<file path="src/rtl/jds_pkg.sv">
`timescale 1ns / 1ps
// ----------------------------------------------------------------------------
// jds_pkg: shared types and constants of the joystick dead-zone scaler
// Field widths, scaling constants, register indexes, the controller command
// bundle and the result record.
// ----------------------------------------------------------------------------
package jds_pkg;

	// field widths
	localparam int IN_W       = 12;
	localparam int LVL_W      = 10;
	localparam int SPD_W      = 11;
	localparam int PTR_W      = 6;
	localparam int BAR_W      = 8;
	localparam int MODE_W     = 2;
	localparam int CFG_IDX_W  = 2;
	localparam int CFG_DATA_W = 12;

	// divider geometry: every quotient here stays below 2**QUO_W
	localparam int NUM_W     = 22;
	localparam int DEN_W     = 13;
	localparam int QUO_W     = 10;
	localparam int DIV_STEPS = QUO_W;
	localparam int CNT_W     = $clog2(DIV_STEPS);

	// scaling constants
	localparam int DEAD_BAND         = 50;
	localparam int POINTER_LENGTH    = 22;
	localparam int AXIS_FULL         = 999;
	localparam int LEVEL_FULL_OPEN   = 999;
	localparam int LEVEL_SPAN_CLOSED = 150;
	localparam int LEVEL_BASE_CLOSED = 50;
	localparam int BAR_SHIFT         = 7;
	localparam int ADC_FULL          = 4096;
	localparam int ADC_SHIFT         = 12;
	localparam int PTR_DIVISOR       = 1000;
	localparam int PTR_MAX           = 31;
	localparam int PTR_MIN           = -32;
	localparam int CENTER_RESET      = 2050;

	// pointer offset as speed * PTR_RECIP >> PTR_RECIP_SHIFT; the rounded-up
	// reciprocal of 1000 keeps the floor exact for speeds up to 999
	localparam int PTR_RECIP_SHIFT = 25;
	localparam int PTR_RECIP       = POINTER_LENGTH
		* ((2**PTR_RECIP_SHIFT + PTR_DIVISOR - 1) / PTR_DIVISOR);

	// configuration register indexes
	localparam logic [CFG_IDX_W-1:0] CFG_MODE     = 2'd0;
	localparam logic [CFG_IDX_W-1:0] CFG_CENTER_X = 2'd1;
	localparam logic [CFG_IDX_W-1:0] CFG_CENTER_Y = 2'd2;

	// axis lanes
	localparam int LANE_Y = 0;
	localparam int LANE_X = 1;

	typedef struct packed {
		logic capture;    // take the input item
		logic prep;       // form products, offsets, bar update
		logic axis_load;  // start axis divisions
		logic ptr_load;   // latch axis magnitudes for speeds and pointers
		logic div_step;   // advance both dividers one bit
		logic out_load;   // fill the output register
	} jds_cmd_t;

	typedef struct packed {
		logic        [BAR_W-1:0] prev_bar_b;
		logic        [BAR_W-1:0] prev_bar_a;
		logic        [BAR_W-1:0] bar_b;
		logic        [BAR_W-1:0] bar_a;
		logic signed [PTR_W-1:0] pointer_y;
		logic signed [PTR_W-1:0] pointer_x;
		logic signed [SPD_W-1:0] speed_x;
		logic signed [SPD_W-1:0] speed_y;
		logic        [LVL_W-1:0] level_b;
		logic        [LVL_W-1:0] level_a;
	} jds_result_t;

endpackage

</file>
<file path="src/rtl/jds_div.sv">
`timescale 1ns / 1ps
// ----------------------------------------------------------------------------
// jds_div: bit-serial restoring divider
// Unsigned quotient of QUO_W bits, one bit per step, divisor pre-shifted.
// ----------------------------------------------------------------------------
module jds_div (
	input  logic                        clk,
	input  logic                        load,
	input  logic                        step,
	input  logic [jds_pkg::NUM_W-1:0]   num,
	input  logic [jds_pkg::DEN_W-1:0]   den,
	output logic [jds_pkg::QUO_W-1:0]   quo
);

	logic [jds_pkg::NUM_W-1:0] rem_q;
	logic [jds_pkg::NUM_W-1:0] dsh_q;
	logic [jds_pkg::QUO_W-1:0] quo_q;
	logic                      fits;

	assign fits = rem_q >= dsh_q;

	always_ff @(posedge clk) begin
		if (load) begin
			rem_q <= num;
			dsh_q <= jds_pkg::NUM_W'(den) << (jds_pkg::QUO_W - 1);
			quo_q <= '0;
		end else if (step) begin
			if (fits) begin
				rem_q <= rem_q - dsh_q;
			end
			dsh_q <= dsh_q >> 1;
			quo_q <= {quo_q[jds_pkg::QUO_W-2:0], fits};
		end
	end

	assign quo = quo_q;

endmodule

</file>
<file path="src/rtl/jds_ctrl.sv">
`timescale 1ns / 1ps
// ----------------------------------------------------------------------------
// jds_ctrl: sequencing state machine
// Walks one item through prep, axis division, magnitude latch and output.
// ----------------------------------------------------------------------------
module jds_ctrl (
	input  logic              clk,
	input  logic              arst_n,
	input  logic              in_valid,
	output logic              in_ready,
	output logic              out_valid,
	input  logic              out_ready,
	output jds_pkg::jds_cmd_t cmd
);

	localparam logic [2:0] ST_IDLE    = 3'd0;
	localparam logic [2:0] ST_PREP    = 3'd1;
	localparam logic [2:0] ST_AXIS_LD = 3'd2;
	localparam logic [2:0] ST_AXIS    = 3'd3;
	localparam logic [2:0] ST_PTR_LD  = 3'd4;
	localparam logic [2:0] ST_FIN     = 3'd5;

	logic [2:0]                state_q;
	logic [2:0]                state_nxt;
	logic [jds_pkg::CNT_W-1:0] cnt_q;
	logic                      out_valid_q;
	logic                      last_step;

	assign last_step = cnt_q == jds_pkg::CNT_W'(jds_pkg::DIV_STEPS - 1);
	assign in_ready  = state_q == ST_IDLE;
	assign out_valid = out_valid_q;

	always_comb begin
		state_nxt = state_q;
		cmd       = '0;
		unique case (state_q)
			ST_IDLE: begin
				if (in_valid) begin
					cmd.capture = 1'b1;
					state_nxt   = ST_PREP;
				end
			end
			ST_PREP: begin
				cmd.prep  = 1'b1;
				state_nxt = ST_AXIS_LD;
			end
			ST_AXIS_LD: begin
				cmd.axis_load = 1'b1;
				state_nxt     = ST_AXIS;
			end
			ST_AXIS: begin
				cmd.div_step = 1'b1;
				if (last_step) begin
					state_nxt = ST_PTR_LD;
				end
			end
			ST_PTR_LD: begin
				cmd.ptr_load = 1'b1;
				state_nxt    = ST_FIN;
			end
			ST_FIN: begin
				// wait for the output register to drain
				if (!out_valid_q || out_ready) begin
					cmd.out_load = 1'b1;
					state_nxt    = ST_IDLE;
				end
			end
			default: begin
				state_nxt = ST_IDLE;
			end
		endcase
	end

	always_ff @(posedge clk or negedge arst_n) begin
		if (!arst_n) begin
			state_q     <= ST_IDLE;
			cnt_q       <= '0;
			out_valid_q <= 1'b0;
		end else begin
			state_q <= state_nxt;
			if (cmd.div_step && !last_step) begin
				cnt_q <= cnt_q + 1'b1;
			end else begin
				cnt_q <= '0;
			end
			if (cmd.out_load) begin
				out_valid_q <= 1'b1;
			end else if (out_ready) begin
				out_valid_q <= 1'b0;
			end
		end
	end

endmodule

</file>
<file path="src/rtl/jds_datapath.sv">
`timescale 1ns / 1ps
// ----------------------------------------------------------------------------
// jds_datapath: scaling datapath
// Configuration registers, level and bar scaling, two axis lanes with a
// serial divider each, and the output register.
// ----------------------------------------------------------------------------
module jds_datapath (
	input  logic                             clk,
	input  logic                             arst_n,
	input  jds_pkg::jds_cmd_t                cmd,
	input  logic                             cfg_we,
	input  logic [jds_pkg::CFG_IDX_W-1:0]    cfg_index,
	input  logic [jds_pkg::CFG_DATA_W-1:0]   cfg_data,
	input  logic [4*jds_pkg::IN_W-1:0]       in_data,
	input  logic                             in_update,
	output jds_pkg::jds_result_t             result
);

	localparam int IN_W  = jds_pkg::IN_W;
	localparam int NUM_W = jds_pkg::NUM_W;
	localparam int DEN_W = jds_pkg::DEN_W;
	localparam int QUO_W = jds_pkg::QUO_W;
	localparam int SPD_W = jds_pkg::SPD_W;
	localparam int PTR_W = jds_pkg::PTR_W;
	localparam int BAR_W = jds_pkg::BAR_W;

	// floor(x / 4095), exact while the quotient stays below 2**QUO_W
	function automatic logic [QUO_W-1:0] div4095(input logic [NUM_W-1:0] x);
		logic [NUM_W:0] s;
		s = {1'b0, x} + (NUM_W+1)'(x >> jds_pkg::ADC_SHIFT) + (NUM_W+1)'(1);
		return s[jds_pkg::ADC_SHIFT +: QUO_W];
	endfunction

	logic [jds_pkg::MODE_W-1:0] mode_q;
	logic [IN_W-1:0]            center_q   [2];
	logic [BAR_W-1:0]           bar_a_q;
	logic [BAR_W-1:0]           bar_b_q;
	logic [BAR_W-1:0]           old_bar_a_q;
	logic [BAR_W-1:0]           old_bar_b_q;

	logic [IN_W-1:0]            pot_a_q;
	logic [IN_W-1:0]            pot_b_q;
	logic [IN_W-1:0]            stick_q    [2];
	logic                       upd_q;

	logic [NUM_W-1:0]           lev_a_q;
	logic [NUM_W-1:0]           lev_b_q;
	logic                       closed_q;
	logic [NUM_W-1:0]           lane_num_q [2];
	logic [DEN_W-1:0]           lane_den_q [2];
	logic                       lane_neg_q [2];
	logic                       lane_act_q [2];
	logic [QUO_W-1:0]           lane_mag_q [2];

	logic signed [DEN_W-1:0]    diff       [2];
	logic [IN_W-1:0]            mag        [2];
	logic [DEN_W-1:0]           den        [2];
	logic [QUO_W-1:0]           quo        [2];
	logic [QUO_W-1:0]           mag_eff    [2];
	logic [31:0]                ptr_prod   [2];
	logic [QUO_W-1:0]           ptr_mag    [2];
	logic signed [SPD_W-1:0]    axis_val   [2];
	logic signed [SPD_W-1:0]    ptr_wide   [2];
	logic signed [PTR_W-1:0]    ptr_val    [2];
	logic [NUM_W-1:0]           lev_a_prod;
	logic [NUM_W-1:0]           lev_b_prod;
	logic [QUO_W-1:0]           base;

	// lane arithmetic
	always_comb begin
		for (int l = 0; l < 2; l++) begin
			diff[l] = $signed({1'b0, stick_q[l]}) - $signed({1'b0, center_q[l]});
			mag[l]  = diff[l][DEN_W-1] ? IN_W'(-diff[l]) : IN_W'(diff[l]);
			if (diff[l][DEN_W-1]) begin
				den[l] = DEN_W'(center_q[l]);
			end else begin
				den[l] = DEN_W'(jds_pkg::ADC_FULL) - DEN_W'(center_q[l]);
			end
			if (den[l] == '0) begin
				den[l] = DEN_W'(1);
			end

			mag_eff[l] = lane_act_q[l] ? quo[l] : '0;

			// floor(speed * POINTER_LENGTH / 1000) by reciprocal multiply
			ptr_prod[l] = 32'(lane_mag_q[l]) * 32'(jds_pkg::PTR_RECIP);
			ptr_mag[l]  = QUO_W'(ptr_prod[l] >> jds_pkg::PTR_RECIP_SHIFT);

			// axis sign follows the offset; the pointer takes the opposite sign
			axis_val[l] = lane_neg_q[l] ? -$signed({1'b0, lane_mag_q[l]})
				: $signed({1'b0, lane_mag_q[l]});
			ptr_wide[l] = lane_neg_q[l] ? $signed({1'b0, ptr_mag[l]})
				: -$signed({1'b0, ptr_mag[l]});
			if (ptr_wide[l] > $signed(SPD_W'(jds_pkg::PTR_MAX))) begin
				ptr_val[l] = PTR_W'(jds_pkg::PTR_MAX);
			end else if (ptr_wide[l] < $signed(SPD_W'(jds_pkg::PTR_MIN))) begin
				ptr_val[l] = PTR_W'(jds_pkg::PTR_MIN);
			end else begin
				ptr_val[l] = ptr_wide[l][PTR_W-1:0];
			end
		end
	end

	assign lev_a_prod = (mode_q != '0)
		? NUM_W'(pot_a_q) * NUM_W'(jds_pkg::LEVEL_SPAN_CLOSED)
		: NUM_W'(pot_a_q) * NUM_W'(jds_pkg::LEVEL_FULL_OPEN);
	assign lev_b_prod = (mode_q != '0)
		? NUM_W'(pot_b_q) * NUM_W'(jds_pkg::LEVEL_SPAN_CLOSED)
		: NUM_W'(pot_b_q) * NUM_W'(jds_pkg::LEVEL_FULL_OPEN);
	assign base = closed_q ? QUO_W'(jds_pkg::LEVEL_BASE_CLOSED) : '0;

	jds_div u_div_y (
		.clk  (clk),
		.load (cmd.axis_load),
		.step (cmd.div_step),
		.num  (lane_num_q[jds_pkg::LANE_Y]),
		.den  (lane_den_q[jds_pkg::LANE_Y]),
		.quo  (quo[jds_pkg::LANE_Y])
	);

	jds_div u_div_x (
		.clk  (clk),
		.load (cmd.axis_load),
		.step (cmd.div_step),
		.num  (lane_num_q[jds_pkg::LANE_X]),
		.den  (lane_den_q[jds_pkg::LANE_X]),
		.quo  (quo[jds_pkg::LANE_X])
	);

	// configuration and bar state
	always_ff @(posedge clk or negedge arst_n) begin
		if (!arst_n) begin
			mode_q                   <= '0;
			center_q[jds_pkg::LANE_Y] <= IN_W'(jds_pkg::CENTER_RESET);
			center_q[jds_pkg::LANE_X] <= IN_W'(jds_pkg::CENTER_RESET);
			bar_a_q                  <= '0;
			bar_b_q                  <= '0;
			old_bar_a_q              <= '0;
			old_bar_b_q              <= '0;
		end else begin
			if (cfg_we) begin
				unique case (cfg_index)
					jds_pkg::CFG_MODE:     mode_q <= cfg_data[jds_pkg::MODE_W-1:0];
					jds_pkg::CFG_CENTER_X: center_q[jds_pkg::LANE_X] <= cfg_data;
					jds_pkg::CFG_CENTER_Y: center_q[jds_pkg::LANE_Y] <= cfg_data;
					default: ;
				endcase
			end
			if (cmd.prep && upd_q) begin
				old_bar_a_q <= bar_a_q;
				old_bar_b_q <= bar_b_q;
				bar_a_q     <= BAR_W'(div4095(NUM_W'(pot_a_q) << jds_pkg::BAR_SHIFT));
				bar_b_q     <= BAR_W'(div4095(NUM_W'(pot_b_q) << jds_pkg::BAR_SHIFT));
			end
		end
	end

	// item payload
	always_ff @(posedge clk) begin
		if (cmd.capture) begin
			pot_a_q                  <= in_data[0*IN_W +: IN_W];
			pot_b_q                  <= in_data[1*IN_W +: IN_W];
			stick_q[jds_pkg::LANE_Y] <= in_data[2*IN_W +: IN_W];
			stick_q[jds_pkg::LANE_X] <= in_data[3*IN_W +: IN_W];
			upd_q                    <= in_update;
		end
		if (cmd.prep) begin
			lev_a_q  <= lev_a_prod;
			lev_b_q  <= lev_b_prod;
			closed_q <= mode_q != '0;
			for (int l = 0; l < 2; l++) begin
				lane_num_q[l] <= NUM_W'(mag[l]) * NUM_W'(jds_pkg::AXIS_FULL);
				lane_den_q[l] <= den[l];
				lane_neg_q[l] <= diff[l][DEN_W-1];
				lane_act_q[l] <= (diff[l] > $signed(DEN_W'(jds_pkg::DEAD_BAND)))
					|| (diff[l] < -$signed(DEN_W'(jds_pkg::DEAD_BAND)));
			end
		end
		if (cmd.ptr_load) begin
			for (int l = 0; l < 2; l++) begin
				lane_mag_q[l] <= mag_eff[l];
			end
		end
		if (cmd.out_load) begin
			result.level_a    <= div4095(lev_a_q) + base;
			result.level_b    <= div4095(lev_b_q) + base;
			result.speed_y    <= axis_val[jds_pkg::LANE_Y];
			result.speed_x    <= -axis_val[jds_pkg::LANE_X];
			result.pointer_y  <= ptr_val[jds_pkg::LANE_Y];
			result.pointer_x  <= ptr_val[jds_pkg::LANE_X];
			result.bar_a      <= bar_a_q;
			result.bar_b      <= bar_b_q;
			result.prev_bar_a <= old_bar_a_q;
			result.prev_bar_b <= old_bar_b_q;
		end
	end

endmodule

</file>
<file path="src/rtl/joystick_deadzone_scaler.sv">
`timescale 1ns / 1ps
// ----------------------------------------------------------------------------
// joystick_deadzone_scaler: potentiometer levels, dead-banded stick speeds
// Scales two potentiometers to a mode range, turns two stick axes into
// signed speeds with a dead band around the calibrated center, derives
// pointer offsets and keeps current and previous bar lengths.
// ----------------------------------------------------------------------------
//
// channel  direction  handshake                   payload
// s_axis   in         s_axis_tvalid/tready        tdata: sample set, tuser: update_bars
// m_axis   out        m_axis_tvalid/tready        tdata: levels, speeds, pointers, bars
// cfg      in         cfg_valid/cfg_ready         cfg_index, cfg_data
//
// An item goes from acceptance to a loaded output register through capture,
// prep, a divider load, ten quotient steps of the per-axis serial dividers,
// a latch of the speed magnitudes, then the output load; pointer offsets
// come from a reciprocal multiply during the output load.
// The next item is accepted the cycle after the load, while the result may
// still wait in the output register; a full output register holds the
// finished item back. Reset clears control, mode and bars and sets both
// centers to 2050. Configuration writes are taken in every cycle.
// ----------------------------------------------------------------------------
module joystick_deadzone_scaler (
	input  logic                               clk,
	input  logic                               arst_n,
	// stick_x, stick_y, pot_b, pot_a from the top down (pot_a in bits 11:0)
	input  logic [4*jds_pkg::IN_W-1:0]         s_axis_tdata,
	// update_bars
	input  logic                               s_axis_tuser,
	input  logic                               s_axis_tvalid,
	output logic                               s_axis_tready,
	// level_a, level_b, speed_y, speed_x, pointer_x, pointer_y, bar_a,
	// bar_b, prev_bar_a, prev_bar_b from bit 0 up, two zero bits on top
	output logic [87:0]                        m_axis_tdata,
	output logic                               m_axis_tvalid,
	input  logic                               m_axis_tready,
	input  logic                               cfg_valid,
	output logic                               cfg_ready,
	input  logic [jds_pkg::CFG_IDX_W-1:0]      cfg_index,
	input  logic [jds_pkg::CFG_DATA_W-1:0]     cfg_data
);

	jds_pkg::jds_cmd_t    cmd;
	jds_pkg::jds_result_t result;

	// registers live in the datapath, so a write is always taken at once
	assign cfg_ready = 1'b1;

	jds_ctrl u_ctrl (
		.clk       (clk),
		.arst_n    (arst_n),
		.in_valid  (s_axis_tvalid),
		.in_ready  (s_axis_tready),
		.out_valid (m_axis_tvalid),
		.out_ready (m_axis_tready),
		.cmd       (cmd)
	);

	jds_datapath u_datapath (
		.clk       (clk),
		.arst_n    (arst_n),
		.cmd       (cmd),
		.cfg_we    (cfg_valid & cfg_ready),
		.cfg_index (cfg_index),
		.cfg_data  (cfg_data),
		.in_data   (s_axis_tdata),
		.in_update (s_axis_tuser),
		.result    (result)
	);

	// pack the result, first field in the lowest bits
	assign m_axis_tdata = {
		2'b00,
		result.prev_bar_b,
		result.prev_bar_a,
		result.bar_b,
		result.bar_a,
		result.pointer_y,
		result.pointer_x,
		result.speed_x,
		result.speed_y,
		result.level_b,
		result.level_a
	};

endmodule
</file>
<file path="config.mk">
export PLATFORM = sky130hd
export DESIGN_NAME = joystick_deadzone_scaler
export DESIGN_NICKNAME = d
export VERILOG_FILES = /design/src/rtl/jds_pkg.sv /design/src/rtl/jds_div.sv /design/src/rtl/jds_ctrl.sv /design/src/rtl/jds_datapath.sv /design/src/rtl/joystick_deadzone_scaler.sv
export SDC_FILE = /design/constraint.sdc
export NUM_CORES = 2
export LEC_CHECK = 0
export BUFFER_PORTS_ARGS = -buffer_cell sky130_fd_sc_hd__buf_2
export CAP_MARGIN = 10
export CORE_ASPECT_RATIO = 0.8
export CORE_MARGIN = 3
export CORE_UTILIZATION = 44
export CTS_BUF_LIST = sky130_fd_sc_hd__clkbuf_8 sky130_fd_sc_hd__clkbuf_16
export DETAILED_ROUTE_END_ITERATION = 8
export SLEW_MARGIN = 20
export SYNTH_ARGS = -nofsm -noshare
export SYNTH_HDL_FRONTEND = slang
export SYNTH_SLANG_ARGS = --single-unit
</file>
<file path="constraint.sdc">
create_clock -name clk -period 29.2 [get_ports clk]
set_clock_uncertainty 0.15 [all_clocks]
set_input_delay 2.92 -clock clk [delete_from_list [all_inputs] [get_ports clk]]
set_output_delay 2.92 -clock clk [all_outputs]
set_load 0.01 [all_outputs]
</file>
# Word-level counts from Yosys, hierarchy flattened
# Memory sizes are Yosys's and may differ from the RTL's.
# Index checks and enable logic that the tools add are counted.
# op_classes
eq_ne	11
n_mul	8
n_reduce_logical	22
order_cmp	10
add_sub_neg	24
mux	48
# op_table
op	n
2-to-1 mux 22 bit	10
multiplier 12 x 10 -> 22 bit (second input constant)	4
multiplier 10 x 19 -> 29 bit (second input constant)	2
2-to-1 mux 13 bit	4
adder 22 x 1 -> 22 bit (second input constant)	2
adder 22 x 10 -> 22 bit	2
>= comparator 22 bit	2
subtractor 22 bit	2
adder 19 x 7 -> 20 bit	2
adder 20 x 1 -> 20 bit (second input constant)	2
2-to-1 mux 20 bit	2
multiplier 12 x 7 -> 19 bit (second input constant)	2
2-to-1 mux 11 bit	3
2-to-1 mux 10 bit	3
> comparator 13 x 7 -> 1 bit (second input constant)	2
zero test 13 bit	2
< comparator 13 x 7 -> 1 bit (second input constant)	2
subtractor 12 x 12 -> 13 bit	2
subtractor 13 x 12 -> 13 bit (first input constant)	2
2-to-1 mux 12 bit	2
negator 12 bit	2
> comparator 11 x 6 -> 1 bit (second input constant)	2
< comparator 11 x 6 -> 1 bit (second input constant)	2
negator 10 -> 11 bit	2
other kinds (25)	61
# totals
out_inout_bits	91
mem_bits_rw	118
n_memories	6
ff_bits	330
in_bits	68
# memory_table
name	words	word_bits	read_ports	rd_clocked_by_memory_dff	write_ports	line_no	source
u_datapath.lane_num_q	2	22	2	0	2	jds_datapath.sv:49	logic [NUM_W-1:0] lane_num_q [2];
u_datapath.lane_den_q	2	13	2	0	2	jds_datapath.sv:50	logic [DEN_W-1:0] lane_den_q [2];
u_datapath.stick_q	2	12	2	0	2	jds_datapath.sv:43	logic [IN_W-1:0] stick_q [2];
u_datapath.lane_mag_q	2	10	2	0	2	jds_datapath.sv:53	logic [QUO_W-1:0] lane_mag_q [2];
u_datapath.lane_act_q	2	1	2	0	2	jds_datapath.sv:52	logic lane_act_q [2];
u_datapath.lane_neg_q	2	1	2	0	2	jds_datapath.sv:51	logic lane_neg_q [2];

# Depth between registers and ports, before layout
# An unclocked memory read counts as a cell.
# depth
depth_word	6
mapped_depth	32

# By module
# A second synthesis with hierarchy kept.
# hier_totals
hier_cells	4080
area_unflattened_um2	42218.0
# by_module_without_submodules
module	cells_per_inst	instances	area_per_inst_um2	seq_area_each_um2
jds_datapath	3275	1	34650.7	9684.3
jds_div	381	2	3567.2	1431.4
jds_ctrl	38	1	402.9	200.2
joystick_deadzone_scaler	5	1	30.0	0.0

# Least setup slack after synthesis
# OpenSTA, ideal clock, no wires.
# synth_path
path_kind	register to register
startpoint	reg u_ctrl.state_q[0]
endpoint	reg u_datapath.bar_a_q[2]
slack_ns	17.338
required_ns	28.904
synth_period_minus_slack_ns	11.862
arrival_time_ns	11.565
stages_incl_launch_ff	7
cell_sequence	dfrtp_1 > clkbuf_1 > nor3b_1 > nand2_1 > clkbuf_1 > nand2_1 > o21ai_0
# synth_via
elab_chain_cells	3
# synth_lines
element	line_no	source
from (decl)	jds_ctrl.sv:23	logic [2:0] state_q;
from (signal assigned)	jds_ctrl.sv:80	state_q <= state_nxt;
== test 3 x 1 -> 1 bit	jds_ctrl.sv:36	unique case (state_q)
2-to-1 mux 1 bit	jds_ctrl.sv:36	
logical AND 1 bit	jds_datapath.sv:149	if (cmd.prep && upd_q) begin
to (signal assigned)	jds_datapath.sv:152	bar_a_q <= BAR_W'(div4095(NUM_W'(pot_a_q) << jds_pkg::BAR_SHIFT));
to (decl)	jds_datapath.sv:36	logic [BAR_W-1:0] bar_a_q;
# No other way between the ends.
# A chain may end at the register's enable or synchronous reset.

==> metrics.md <==
| Metric | Value |
|---|---|
| CP max-delay cell | o31ai_4 |
| Crit path required time | approximately 29 ns |
| Largest net degree at the start of global routing | between 80 and 90 |
| DRT iter0 DRCs | 1,669 |
| Critical Path End | u_datapath.lane_num_q[0][42] |
| Worst path arrival time | 8.95 ns |
| TritonCTS clock tree | built |
| Routed wire per std cell | 17.0 um |
| Commonest non-fill, non-tap cells in the layout | inv_1 (701), ha_1 (645), edfxtp_1 (344) |
| Setup WS pre-CTS | around 20 ns |
| Vias after detailed routing | 27.8k |
| Worst-Margin Slew | roughly 1.0 ns |
| Area Overhead vs Synth | 9.61% |
| Slew Limit Fails | 0 |
| Ratio of cells with drive above 1 in the final layout | 8.27% |
| GPL Wtd Cong | 0.873 |
| Clk buf depth | 3 |
| Final setup fails | 0 |
| Wirelength, routed | between 90,000 and 100,000 um |
| Synth top area share | about a quarter |
| Startpoint class of the critical path | flip-flop |
| Final period util | about 30% |
| Setup CP Type | reg -> reg |
| Multi-input gate area | about 26,000 sq um |
| Ys flop type | edfxtp_1 |
| Antenna violations before repair | 0 |
| Post-synthesis cell count | between 4k and 5k |
| Die height | 281 um |
| Final ANT Viol Nets | 0 |
| Drc violations | 0 |
| Synthesized area per cell | 10.3 sq um |
| Remaining Overflow, GRT | 0 |
| Cell Rows | 100 |
| Setup crit start | u_datapath.center_q[0] |
| Worst r2r src | u_datapath.center_q[0] |
| Max H-tree Level | 2 |
| Hold Path Class | reg -> reg |
| Clock Latency Late Sink | approximately 0.61 ns |
| Post-cts resize count | 0 |
| Crit-path max cell delay | 0.83 ns |
| Setup TNS | 0 ns |
| Worst Path Max Fanout | 22 |
| Outcome | complete, no violations |
| Final WS setup | 20.44 ns |
| Avg Vias per Cell | slightly above 5 |
| Reg2reg end | u_datapath.lane_num_q[0][42] |
| Number of synthesized register bits | 448 |
| CP bufs+invs | 4 |
| CTS Hold Buffers Added | 0 |
| Unrepaired setup endpoints after global routing | no |
| Min Tclk post-route | 8.76 ns |
| Vias in the first global route | about 28k |
| Detailed Place HPWL | 73,800 um |
| FF-to-FF setup slack | 20.44 ns |
| Final Hold Viols | 0 |
| Cell accounting for the most synthesized area | edfxtp_1 |
| Count of different cell masters after synthesis | ~100 |
| Final nets | between 5k and 6k |
| F_max | around 0.11 GHz |
| All-Layer GR Usage | approximately a fifth |
| First-pass GRT wire length | around 150,000 um |
| Register area | around 13,000 sq um |
| Post-synthesis sequential area ratio | between 30% and 40% |
| Post-synthesis async set-or-reset flop share | between 10 and 15% |
| Yosys warning total | 0 |
| Most common cell after layout, fill and taps aside | inv_1 |
| Filler instances | roughly 8.6k |
| I/O Buffers | about 160 |
| Starting Density | around 45% |
| I/O Pins | between 150 and 200 |
| Cell mode on critical path | fa_1 |
| Top Family by Delay on Critical Path | adder cells |
| Total die area | around 98,000 sq um |
| Max Cap Violations | 0 |
| DRT Pass-1 Iters | 5 |
| CP Depth | 25 |
| CTS root buffer | clkbuf_16 |
| Core ar. | between 90,000 and 100,000 sq um |
| Post-synth EDFFs | ~340 |
| Endpoint class of the critical path | flip-flop |
| Post-CTS setup buffers | 0 |
| Synth Cell Area | a little over 40,000 sq um |
| Relative slew slack | 31.6% |
| Clock Pin Slew Worst Setup and Hold Paths | 0.06 ns |
| Register-to-Register Path Depth | 25 |
| Chip width | approximately 350 um |
| Num CTS Buffers | 51 |
| Main area contributors after synthesis | edfxtp_1 (25%), ha_1 (19%), fa_1 (15%) |
| Sinks on Clock Net | roughly 450 |
[metrics by stage]
step | hold WS (ns) | instance area (sq um) | util, % | std cells
2_1_floorplan | 0.257 | 41500 | - | 4031
3_3_place_gp | 0.270 | 43800 | 46.9 | 5359
3_5_place_dp | 0.272 | 43800 | 46.9 | 5359
4_1_cts | 0.283 | 45500 | 48.8 | 5453
5_1_grt | 0.303 | 45500 | 48.8 | 5454
6_report | 0.280 | 45500 | 48.8 | 5455
[per-layer routing]
layer	track usage (%)	vias to the layer above	part of all wire, %
met2	28.2	520	41
met4	3.82	0	1.7
met1	30.0	13250	52
met3	2.78	85	5.2
met5	0	-	0
li1	-	13979	-
[kinds of logic (layout without fill, tap and decap cells)]
| logic type | after synthesis | after routing | share of synthesized area [%] |
|---|---|---|---|
| buf+inv | 769 | 968 | 7.01 |
| other cells | 2 | 4 | 0.0181 |
| flops | 448 | 448 | 30.7 |
| compound gates | 620 | 620 | 9.54 |
| mux | 62 | 62 | 1.59 |
| simple gates | 875 | 875 | 9.99 |
| fa+ha+maj | 969 | 969 | 35.0 |
| xor+xnor | 285 | 285 | 6.20 |
[worst min path at each step]
| stage | from | endpoint | slack [ns] | depth (start not counted) |
|---|---|---|---|---|
| floorplan | u_datapath.u_div_x.quo[9] | u_datapath.u_div_x.quo[9] | 0.26 | 2 |
| detailed placement | u_datapath.u_div_y.quo[9] | u_datapath.u_div_y.quo[9] | 0.27 | 2 |
| global placement | u_datapath.u_div_x.quo[9] | u_datapath.u_div_x.quo[9] | 0.27 | 2 |
| CTS | u_datapath.u_div_y.quo[9] | u_datapath.u_div_y.quo[9] | 0.28 | 2 |
| finish | u_datapath.u_div_y.quo[9] | u_datapath.u_div_y.quo[9] | 0.28 | 2 |
| global route | u_datapath.old_bar_b_q[6] | u_datapath.result[84] | 0.30 | 0 |
[tightest hold or removal path, stage by stage (launching register included)]
cell,delay (ns)
dfxtp_1,0.30
nand2_1,0.05
nand2_1,0.04
[registers in the layout, summed over array words and instances, names as in the netlist, 20 cells and up]
name                      flops
u_datapath.result            86
u_datapath.center_q          24
u_datapath.u_div_x.rem_q     22
u_datapath.lev_a_q           22
u_datapath.lane_den_q        26
u_datapath.u_div_y.dsh_q     22
u_datapath.stick_q           24
u_datapath.u_div_y.rem_q     22
u_datapath.lane_num_q        44
u_datapath.lane_mag_q        20
u_datapath.lev_b_q           22
u_datapath.u_div_x.dsh_q     22
[cell usage after synthesis (10+ instances only)]
library cell  instances
o211ai_1             14
and2_1               38
ha_1                645
o31ai_1              17
a41oi_1              11
mux2i_1              32
mux2_2               29
a31oi_1              25
nor2_1              216
dfrtp_1              62
nand3_1              88
nand2b_1             36
xor2_1               99
dfxtp_1              38
nor2b_1              37
clkbuf_1             53
fa_1                321
nor3_1               66
a21oi_1             188
o21ai_1              10
nand2_1             270
a211oi_1             20
or3_1                24
o21bai_1             12
a21o_1               51
and3_1               18
o21ai_0             151
o21a_1               27
inv_1               696
nand4_1              24
xnor2_1             180
edfxtp_1            344
[final cells by class]
cell class,instances,share of cell area [%]
diodes,1,0.00550
multi-input cells,2814,57.0
repair buffers,173,2.05
flip-flops and latches,448,28.0
well taps,1224,3.36
clock buffers,54,2.92
clock inverters,40,0.921
inverters,701,5.79
Power is not shown: default switching activity piles up to over one toggle a cycle in this logic, so the estimate is an artifact.
